$ cat config.mk
export PLATFORM = sky130hd
export DESIGN_NAME = tcw_ctrl
export DESIGN_NICKNAME = d
export VERILOG_FILES = /design/src/rtl/tcw_pkg.sv /design/src/rtl/tcw_ctrl.sv
export SDC_FILE = /design/constraint.sdc
export NUM_CORES = 1
export LEC_CHECK = 0
export ABC_AREA = 1
export BUFFER_PORTS_ARGS = -buffer_cell sky130_fd_sc_hd__buf_4
export CORE_AREA = 2 2 49 42
export DETAILED_ROUTE_END_ITERATION = 8
export DIE_AREA = 0 0 51 44
export SLEW_MARGIN = 20
export SYNTH_ARGS = -nofsm -noshare
export SYNTH_HDL_FRONTEND = slang
export SYNTH_SLANG_ARGS = --single-unit
$ cat constraint.sdc
create_clock -name clk -period 1.17 [get_ports clk]
set_input_delay 0.117 -clock clk [delete_from_list [all_inputs] [get_ports clk]]
set_output_delay 0.117 -clock clk [all_outputs]
set_load 0.01 [all_outputs]
$ cat src/rtl/tcw_pkg.sv
// Shared types and constants for the text console writer.
// Used by tcw_ctrl, tcw_dpath and text_console_writer_unit; no dependencies.
`default_nettype none
package tcw_pkg;

	localparam int KIND_W  = 2;
	localparam int CODE_W  = 8;
	localparam int INDEX_W = 11;
	localparam int COL_W   = 7;
	localparam int ROW_W   = 5;
	localparam int BYTE_W  = 8;
	localparam int NIB_W   = 4;

	localparam int IN_DATA_W  = 24;
	localparam int OUT_DATA_W = 32;

	localparam int CFG_IDX_W = 1;
	localparam logic [CFG_IDX_W-1:0] REG_TEXT_FG = 1'd0;
	localparam logic [CFG_IDX_W-1:0] REG_TEXT_BG = 1'd1;

	localparam logic [NIB_W-1:0] FG_RESET = 4'h7;
	localparam logic [NIB_W-1:0] BG_RESET = 4'h0;

	localparam logic [CODE_W-1:0] SPACE_CODE   = 8'h20;
	localparam logic [CODE_W-1:0] NEWLINE_CODE = 8'h0A;

	typedef enum logic [KIND_W-1:0] {
		KIND_PUT     = 2'd0,
		KIND_CLEAR   = 2'd1,
		KIND_REPAINT = 2'd2,
		KIND_READ    = 2'd3
	} kind_t;

	typedef enum logic [1:0] {
		SW_NONE   = 2'd0,
		SW_SCROLL = 2'd1,
		SW_CLEAR  = 2'd2,
		SW_PAINT  = 2'd3
	} sweep_t;

	typedef enum logic [6:0] {
		ST_IDLE   = 7'b0000001,
		ST_SCROLL = 7'b0000010,
		ST_PUT    = 7'b0000100,
		ST_CLEAR  = 7'b0001000,
		ST_PAINT  = 7'b0010000,
		ST_READ   = 7'b0100000,
		ST_FIN    = 7'b1000000
	} state_t;

	typedef struct packed {
		logic   load_in;
		sweep_t sweep;
		logic   put_go;
		logic   row_fix;
		logic   cursor_clear;
		logic   read_go;
		logic   out_load;
	} cmd_t;

	typedef struct packed {
		logic row_full;
		logic sweep_last;
		logic out_free;
	} status_t;

endpackage
`default_nettype wire

$ cat src/rtl/tcw_ctrl.sv
// Sequencer for the text console writer: one-hot state machine that steps
// puts, scrolls, clears, repaints and reads. Depends on tcw_pkg.
`default_nettype none
module tcw_ctrl
	import tcw_pkg::*;
(
	input  wire logic            clk,
	input  wire logic            arst_n,
	input  wire logic            in_valid,
	input  wire logic [KIND_W-1:0] in_kind,
	output logic                 in_ready,
	input  wire status_t         status,
	output cmd_t                 cmd
);

	state_t state_q;
	state_t state_d;
	kind_t  kind;

	assign kind     = kind_t'(in_kind);
	assign in_ready = (state_q == ST_IDLE);

	always_comb begin
		state_d = state_q;
		cmd     = '0;
		cmd.sweep = SW_NONE;
		case (state_q)
			ST_IDLE: begin
				if (in_valid) begin
					cmd.load_in = 1'b1;
					case (kind)
						KIND_PUT:     state_d = status.row_full ? ST_SCROLL : ST_PUT;
						KIND_CLEAR: begin
							cmd.cursor_clear = 1'b1;
							state_d = ST_CLEAR;
						end
						KIND_REPAINT: state_d = ST_PAINT;
						KIND_READ:    state_d = ST_READ;
						default:      state_d = ST_IDLE;
					endcase
				end
			end
			ST_SCROLL: begin
				cmd.sweep = SW_SCROLL;
				if (status.sweep_last) begin
					cmd.row_fix = 1'b1;
					state_d = ST_PUT;
				end
			end
			ST_PUT: begin
				if (status.out_free) begin
					cmd.put_go   = 1'b1;
					cmd.out_load = 1'b1;
					state_d = ST_IDLE;
				end
			end
			ST_CLEAR: begin
				cmd.sweep = SW_CLEAR;
				if (status.sweep_last) state_d = ST_FIN;
			end
			ST_PAINT: begin
				cmd.sweep = SW_PAINT;
				if (status.sweep_last) state_d = ST_FIN;
			end
			ST_READ: begin
				cmd.read_go = 1'b1;
				state_d = ST_FIN;
			end
			ST_FIN: begin
				if (status.out_free) begin
					cmd.out_load = 1'b1;
					state_d = ST_IDLE;
				end
			end
			default: state_d = ST_IDLE;
		endcase
	end

	always_ff @(posedge clk or negedge arst_n) begin
		if (!arst_n) state_q <= ST_IDLE;
		else state_q <= state_d;
	end

endmodule
`default_nettype wire

==> results of run 1 <==
==> how the worst max path moves through the flow <==
stage          startpoint          to  cells after the start
2_1_floorplan  state_q[0]  state_q[2]                      9
6_report       state_q[0]      cmd[2]                      5
4_1_cts        state_q[0]      cmd[2]                      5
5_1_grt        state_q[0]      cmd[2]                      5
3_3_place_gp   state_q[0]  state_q[2]                      8
3_5_place_dp   state_q[4]  state_q[6]                      9
==> report_power, final <==
group / total [mW] / internal (mW) / switching, mW
Sequential: 0.421 / 0.344 / 0.0766
Combinational: 2.06 / 0.916 / 1.14
Clock: 0.234 / 0.131 / 0.103
Total: 2.72 / 1.39 / 1.32
==> synthesized netlist by cell type <==
library cell,count
a21oi_1,2
dfrtp_1,6
dfstp_2,1
inv_1,13
inv_2,2
nand2_1,28
nand2_2,7
nand2_4,1
nand3_1,9
nand3_4,1
nand4_1,4
nor2_1,14
nor2_2,2
nor2_8,1
nor3_1,3
==> layout make-up <==
cell class / instances / share of cell area [%]
sequential: 7 / 16.90
timing repair buffer: 32 / 25.95
tap: 24 / 2.857
multi-input combinational: 72 / 46.43
inverter: 15 / 5.357
clock buffer: 4 / 2.500
==> worst min-delay path, stage by stage <==
cell and delay (ns):
buf_4 0.13, nand3_1 0.08, nor2_1 0.04
==> metal layers <==
| metal | up-vias | track usage, % | share of wire [%] |
|---|---|---|---|
| met5 | - | 0 | 0 |
| met4 | 0 | 6.486 | 1.7 |
| met3 | 5 | 3.448 | 4.6 |
| met2 | 22 | 26.49 | 49 |
| met1 | 313 | 24.15 | 45 |
| li1 | 367 | - | - |
==> kinds of logic after synthesis <==
| group | Yosys count |
|---|---|
| simple gates | 70 |
| buf+inv | 15 |
| flops | 7 |
| compound gates | 2 |
==> metrics by stage <==
step	instance area, sq um	power [mW]	setup slack (ns)	hold WS (ns)
global placement	823.3	1.815	-0.1476	-0.06386
CTS	945.9	2.325	-0.3081	0.1351
global route	1051	2.913	-0.3948	0.1685
detailed placement	823.3	1.831	-0.1648	-0.06185
finish	1051	2.715	-0.3231	0.1374
floorplan	620.6	1.377	-0.03745	-0.1786
==> what timing repair did <==
item	CTS	global route
hold endpoints to repair	7	0
resized for setup	18	22
setup buffers	5	3
endpoints found under the setup margin	16	16
hold buffers	1	0
pin swaps	8	3
==> flow_metrics.py, run 1 <==
metrics = {
    "outcome": {
        "status": "finished, violations left",
        "violations": "negative setup slack",
    },
    "die": {
        "die_height_um": 44,
        "io_pins": 17,
        "start_util_pct": 33.38,
        "fp.dieW_um": 51,
        "dieArea_sq_mm": 0.002244,
        "rows": 14,
        "coreArea_sq_mm": 0.001769,
    },
    "cts": {
        "numCtsBuffers": 3,
        "numClockSinks": 7,
        "cts_htree_levels": 1,
        "root_buffer": "clkbuf_4",
        "clk-insertion-delay-late_ns": 0.26,
        "clock_path_buffers": 2,
        "cts_tree": "yes",
        "path_clk_slew_ns": 0.06,
    },
    "setup_path": {
        "start_kind": "flip-flop",
        "critPathRequiredTime_ns": 1.05,
        "arrival_ns": 1.38,
        "rrSetupSlack_ns": -0.24,
        "cp_max_fo": 4,
        "cp_top_family": "flip-flops",
        "crit_buf_inv": 1,
        "reg2reg_from": "state_q[0]",
        "path_cells": "nand2_2 -> nor2_4 -> nand3_2 -> nor3_2 -> buf_4",
        "slowest_delay_ns": 0.54,
        "r2r-end": "state_q[6]",
        "cpMaxStageDelayCell": "dfstp_2",
        "endpoint_kind": "primary output",
        "r2r_cells": 10,
        "critPathKind": "flip-flop to primary output",
    },
    "placed_design": {
        "io_buffers": 16,
        "dp_hpwl_um": 1228,
        "dp.cells": 141,
        "gp_congestion": 0.8373,
    },
    "sta": {
        "slew_headroom_pct": 81.90,
        "fin_ws_ns": -0.3231,
        "drv_slew": 0,
        "min_period_over_period_pct": 127.6,
        "tns_ns": -3.974,
        "worst_pin_slew_ns": 0.2712,
        "fmax_mhz": 669.7,
        "fin_crit_ns": 1.493,
        "rsz0062_at_grt": "true",
        "hold_viol": 0,
        "finalSetupViolations": 16,
        "finalClockSkew_ns": 0.0007156,
    },
    "logic_synthesis": {
        "synth_fa_ha_area_share_pct": 0,
        "synth.mux.area_fraction_pct": 0,
        "synth_top_area_share_pct": 25.42,
        "syn_area_per_cell_sq_um": 6.283,
        "yosysUniqueCellTypes": 15,
        "synth_top_family_by_area": "simple AND/OR/NAND/NOR gates",
        "synth_cells": 94,
        "seq_area_frac_synth_pct": 29.87,
        "synth_warnings": 0,
        "synthTopCellsByArea": "dfrtp_1 25%, nand2_1 18%, nor2_1 8.9%",
        "yosys.area.top_type": "dfrtp_1",
        "synth_compound_area_share_pct": 1.695,
        "synth_seq_cells": 7,
        "synth_xor_area_share_pct": 0,
        "yosys.area_share.simple_pct": 58.90,
        "synth_area_sq_um": 590.6,
        "synth_nets": 102,
    },
    "finish": {
        "regArea_sq_um": 177.7,
        "largest_register_ffs": 7,
        "top_regs": "state_q: 7 flops",
        "layout_commonest_cell": "buf_4",
        "layout_common_cells": "23 x buf_4, 17 x nand2_1, 11 x nand2_2, 11 x nor2_1, 9 x inv_2",
        "diodes": 0,
        "fill_cells": 156,
        "largest_register": "state_q",
        "instances_no_fill": 154,
        "area_growth_pct": 77.97,
        "drive_gt1_share_pct": 59.23,
        "post-route-util_pct": 59.41,
        "multi_input_area_sq_um": 488.0,
        "nets": 139,
    },
    "worst_hold_path": {
        "whs_endpoint": "state_q[5]",
        "hold_path.startpoint": "in_kind[0]",
        "hp-class": "input port to flip-flop",
        "whs_path_depth": 3,
    },
    "power_and_ir_drop": {
        "leakage_nw": 0.5836,
        "ir_worst_vdd_mv": 1.502,
        "powerDensity_mw_per_mm2": 2583,
    },
    "grt": {
        "antenna_found_initial": 0,
        "grt_max_degree": 8,
        "grt_pass1_vias": 672,
        "groute.usage.overall_pct": 17.32,
        "grt-ovfl-total": 0,
        "grt_first_pass_wirelength_um": 2904,
    },
    "detailed_routing": {
        "ant_nets": 0,
        "drc_errors": 0,
        "dr.first_iter.drc_count": 16,
        "vias_per_cell": 4.591,
        "wire_per_inst_um": 11.51,
        "detail_route.first_pass.iterations": 4,
        "vias": 707,
        "drt_wl_total_um": 1772,
    },
    "flow_run": {
        "max-cap-violations": 0,
    },
}
(Power assumes the default switching activity.)
==> inputs of run 2 (changes only) <==
BUFFER_PORTS_ARGS = unset   (was -buffer_cell sky130_fd_sc_hd__buf_4)
DONT_BUFFER_PORTS = 1   (was unset)
GPL_ROUTABILITY_DRIVEN = 1   (was unset)
==> flow_metrics.py, run 2 (synthesis results as in run 1) <==
metrics = {
    "cts": {
        "cts_htree_levels": 1,
        "numCtsBuffers": 3,
        "clock_path_buffers": 2,
        "clk-insertion-delay-late_ns": 0.25,
        "cts_tree": "yes",
        "numClockSinks": 7,
        "root_buffer": "clkbuf_4",
        "path_clk_slew_ns": 0.05,
    },
    "power_and_ir_drop": {
        "p_int_mw": 1.392,
        "total_power_mw": 2.783,
        "sw_frac_of_total_pct": 49.99,
        "sequentialPowerShare_pct": 15.1,
        "leakage_nw": 0.5523,
        "pwr-share-clk_pct": 7.9,
        "powerDensity_mw_per_mm2": 2699,
        "switching_power_mw": 1.391,
        "ir_worst_vdd_mv": 1.438,
        "comb_power_share_pct": 77.0,
    },
    "sta": {
        "fin_crit_ns": 1.474,
        "fin_ws_ns": -0.3043,
        "tns_ns": -3.716,
        "drv_slew": 0,
        "finalSetupViolations": 16,
        "rsz0062_at_grt": "true",
        "fmax_mhz": 678.3,
        "min_period_over_period_pct": 126.0,
        "worst_pin_slew_ns": 0.3515,
        "hold_viol": 0,
        "slew_headroom_pct": 76.54,
        "finalClockSkew_ns": 0.003032,
    },
    "worst_hold_path": {
        "whs_path_depth": 2,
        "hp-class": "input port to flip-flop",
    },
    "detailed_routing": {
        "vias": 692,
        "dr.first_iter.drc_count": 24,
        "drt_wl_total_um": 1930,
        "ant_nets": 0,
        "vias_per_cell": 4.806,
        "wire_per_inst_um": 13.40,
        "drc_errors": 0,
        "detail_route.first_pass.iterations": 4,
    },
    "finish": {
        "diodes": 0,
        "final_area_sq_mm": 0.001031,
        "largest_register": "state_q",
        "drive_gt1_share_pct": 57.50,
        "layout_commonest_cell": "nand2_1",
        "layout_common_cells": "21 x nand2_1, 13 x nand2_4, 13 x buf_4",
        "post-route-util_pct": 58.27,
        "top_regs": "state_q: 7 flops",
        "area_growth_pct": 74.58,
        "largest_register_ffs": 7,
        "nets": 129,
    },
    "grt": {
        "grt-ovfl-total": 0,
        "grt_max_degree": 8,
        "antenna_found_initial": 0,
        "grt_pass1_vias": 669,
        "grt_first_pass_wirelength_um": 2877,
        "groute.usage.overall_pct": 17.53,
    },
    "placed_design": {
        "gp_congestion": 0.8821,
        "placed_area_sq_um": 718.2,
        "io_buffers": 0,
        "dp_hpwl_um": 1138,
    },
    "outcome": {
        "violations": "negative setup slack",
        "status": "finished, violations left",
    },
    "setup_path": {
        "start_kind": "flip-flop",
        "r2r_cells": 10,
        "cp.depth": 7,
        "path_cells": "inv_2 -> nand2_4 -> nor2_4 -> nand2_4 -> nand2_4 -> buf_6 -> buf_6",
        "cp_common_cell": "nand2_4",
        "slowest_delay_ns": 0.54,
        "arrival_ns": 1.36,
        "critPathKind": "flip-flop to primary output",
        "critPathRequiredTime_ns": 1.05,
        "endpoint_kind": "primary output",
        "cpMaxStageDelayCell": "dfstp_2",
        "crit_buf_inv": 3,
        "cp_max_fo": 3,
        "cp_top_family": "flip-flops",
    },
    "die": {
        "fp.dieW_um": 51,
        "start_util_pct": 33.38,
        "coreArea_sq_mm": 0.001769,
        "die_height_um": 44,
        "io_pins": 17,
        "dieArea_sq_mm": 0.002244,
        "rows": 14,
    },
    "flow_run": {
        "max-cap-violations": 0,
    },
}
[run 2: cell count changes in the layout (fill, tap and decap cells not counted), sizes merged]
cell / before / now
buf: 31 / 21
[run 2: timing repair]
item	in CTS	in global routing
endpoints found under the setup margin	16	16
hold buffers	1	0
gates resized for setup	29	23
setup buffers	9	3
hold endpoints to repair	7	0
pin swaps	15	7
[run 2: metrics by stage]
stage               std cells  hold WS, ns  setup WS (ns)
CTS                       141     0.004982        -0.2834
global placement          127      -0.1785        -0.1354
global route              144      0.02405        -0.3601
floorplan                  94      -0.1786       -0.03745
detailed placement        127      -0.1785        -0.1372
finish                    144     0.005267        -0.3043
[run 2: layout make-up]
cell class | instances | area, sq um
fillers | 174 | 738.2
repair buffers | 22 | 197.7
flip-flops and latches | 7 | 177.7
multi-input cells | 72 | 543.0
inverters | 15 | 56.30
clock buffers | 4 | 26.28
well taps | 24 | 30.03
[run 2: final timing paths]
| path | start | to | slack (ns) |
|---|---|---|---|
| setup / recovery | state_q[0] | cmd[6] | -0.30 |
| hold / removal | in_kind[0] | state_q[5] | 0.005 |
| setup reg to reg | state_q[0] | state_q[3] | -0.26 |
| hold reg to reg | state_q[2] | state_q[2] | 0.59 |
| max in group asynchronous | arst_n | state_q[0] | 0.67 |
| min in group asynchronous | arst_n | state_q[3] | 0.20 |
[run 2: power groups by stage]
stage | sequential, mW | clock [mW] | combinational, mW
after floorplan | 0.406 | 0 | 0.971
after global placement | 0.405 | 0 | 1.30
after detailed placement | 0.410 | 0 | 1.31
after CTS | 0.409 | 0.227 | 1.77
after global routing | 0.430 | 0.249 | 2.31
final | 0.420 | 0.220 | 2.14
[run 2: worst reg2reg max path: stages (launching register included)]
cell	delay (ns)
dfstp_2	0.54
inv_2	0.05
nand2_4	0.09
nor2_4	0.06
nand2_4	0.09
nand2_4	0.05
buf_4	0.13
nand2_4	0.08
nand3_4	0.10
nand2_1	0.07
nand2_1	0.05
[run 2: per-layer routing]
metal  share of wire, %  global-route usage, %
met1                 44                  23.68
met5                  0                      0
met2                 51                  27.53
met3                3.9                  3.793
met4                1.4                  6.486
==> inputs of run 3 (changes only) <==
HOLD_SLACK_MARGIN = 0.02   (was unset)
SETUP_SLACK_MARGIN = 0.15   (was unset)
==> flow_metrics.py, run 3 (synthesis results as in run 1) <==
metrics = {
    "setup_path": {
        "endpoint_kind": "primary output",
        "arrival_ns": 1.37,
        "critPathKind": "flip-flop to primary output",
        "rrSetupSlack_ns": -0.29,
        "cp_max_fo": 7,
        "start_kind": "flip-flop",
        "critPathRequiredTime_ns": 1.05,
    },
    "cts": {
        "root_buffer": "clkbuf_4",
        "clk-insertion-delay-late_ns": 0.26,
        "numCtsBuffers": 3,
        "numClockSinks": 7,
        "cts_htree_levels": 1,
        "path_clk_slew_ns": 0.06,
        "cts_tree": "yes",
        "clock_path_buffers": 2,
    },
    "flow_run": {
        "max-cap-violations": 0,
    },
    "die": {
        "fp.dieW_um": 51,
        "coreArea_sq_mm": 0.001769,
        "dieArea_sq_mm": 0.002244,
        "io_pins": 17,
        "rows": 14,
        "die_height_um": 44,
        "start_util_pct": 33.38,
    },
    "sta": {
        "hold_slack_ns": 0.06196,
        "fin_crit_ns": 1.490,
        "finalSetupViolations": 16,
        "slew_headroom_pct": 77.54,
        "worst_pin_slew_ns": 0.3358,
        "min_period_over_period_pct": 127.4,
        "drv_slew": 0,
        "fin_ws_ns": -0.3200,
        "hold_viol": 0,
        "fmax_mhz": 671.1,
        "finalClockSkew_ns": 0.007762,
        "rsz0062_at_grt": "true",
    },
    "power_and_ir_drop": {
        "ir_worst_vdd_mv": 1.626,
        "powerDensity_mw_per_mm2": 2800,
        "leakage_nw": 0.5589,
        "total_power_mw": 3.026,
    },
    "detailed_routing": {
        "wire_per_inst_um": 13.72,
        "drt_wl_total_um": 1976,
        "detail_route.first_pass.iterations": 4,
        "vias_per_cell": 4.917,
        "vias": 708,
        "drc_errors": 0,
        "ant_nets": 0,
        "dr.first_iter.drc_count": 18,
    },
    "finish": {
        "area_growth_pct": 83.05,
        "multi_input_area_sq_um": 584.3,
        "diodes": 0,
        "layout_commonest_cell": "nand2_1",
        "nets": 129,
        "layout_common_cells": "13 x nand2_1, 12 x nand2_4, 11 x nand2_2, 11 x buf_4, 9 x inv_2",
        "drive_gt1_share_pct": 65.83,
        "largest_register_ffs": 7,
        "post-route-util_pct": 61.10,
        "regArea_sq_um": 177.7,
        "top_regs": "state_q: 7 flops",
        "fill_cells": 159,
        "largest_register": "state_q",
    },
    "grt": {
        "groute.usage.overall_pct": 16.47,
        "grt_first_pass_wirelength_um": 2684,
        "grt-ovfl-total": 0,
        "grt_max_degree": 8,
        "antenna_found_initial": 0,
        "grt_pass1_vias": 601,
    },
    "placed_design": {
        "dp_hpwl_um": 1187,
        "gp_congestion": 0.8680,
        "io_buffers": 0,
    },
    "outcome": {
        "violations": "negative setup slack",
        "status": "finished, violations left",
    },
    "worst_hold_path": {
        "hp-class": "input port to flip-flop",
    },
}
-- run 3: final cells by class --
type	count	share of cell area, %
clock inverter	1	0.4630
sequential	7	16.44
multi-input combinational	72	54.05
tap	24	2.778
clock buffer	3	2.083
timing repair buffer	22	18.75
inverter	15	5.440
-- run 3: timing repair --
action                                  CTS  global route
pin swaps                                10            16
setup buffers                             6             3
hold endpoints to repair                  8             0
hold buffers                              3             0
resized for setup                        31            31
endpoints found under the setup margin   16            16
-- run 3: metrics by stage --
step | cells | TNS (ns) | instance area (sq um) | worst slack [ns]
after floorplan | 94 | -0.2013 | 625.6 | -0.03745
after global placement | 128 | -1.007 | 730.7 | -0.1436
after detailed placement | 128 | -1.223 | 730.7 | -0.1642
after CTS | 141 | -4.020 | 937.1 | -0.2993
after global routing | 144 | -5.358 | 1081 | -0.3760
final | 144 | -4.351 | 1081 | -0.3200
-- run 3: path summary, 6_finish.rpt --
check / start / to / cells past startpoint
max in group asynchronous: arst_n / state_q[0] / 1
max: state_q[6] / cmd[6] / 7
min in group asynchronous: arst_n / state_q[3] / 1
max reg2reg: state_q[6] / state_q[1] / 9
min: in_kind[1] / state_q[3] / 3
min reg2reg: state_q[3] / state_q[3] / 3
-- run 3: where the power goes --
group	internal, mW	switching [mW]
logic	0.995	1.39
registers	0.344	0.0744
clock network	0.125	0.0965
total	1.46	1.56
-- run 3: layer usage --
layer | wire [um] | part of all wire (%) | GRT usage [%] | vias to the layer above
li1 | - | - | - | 350
met1 | 824 | 42 | 21.70 | 322
met2 | 1015 | 51 | 26.75 | 30
met3 | 89 | 4.5 | 5.172 | 6
met4 | 46 | 2.3 | 3.243 | 0
met5 | 0 | 0 | 0 | -
-- run 3: critical path, stage by stage (launching register included) --
cell and delay [ns]:
dfrtp_1 0.39, inv_2 0.08, nand2_4 0.07, nor2_8 0.23
nand2_4 0.09, nand2_4 0.07, buf_6 0.09, buf_6 0.09
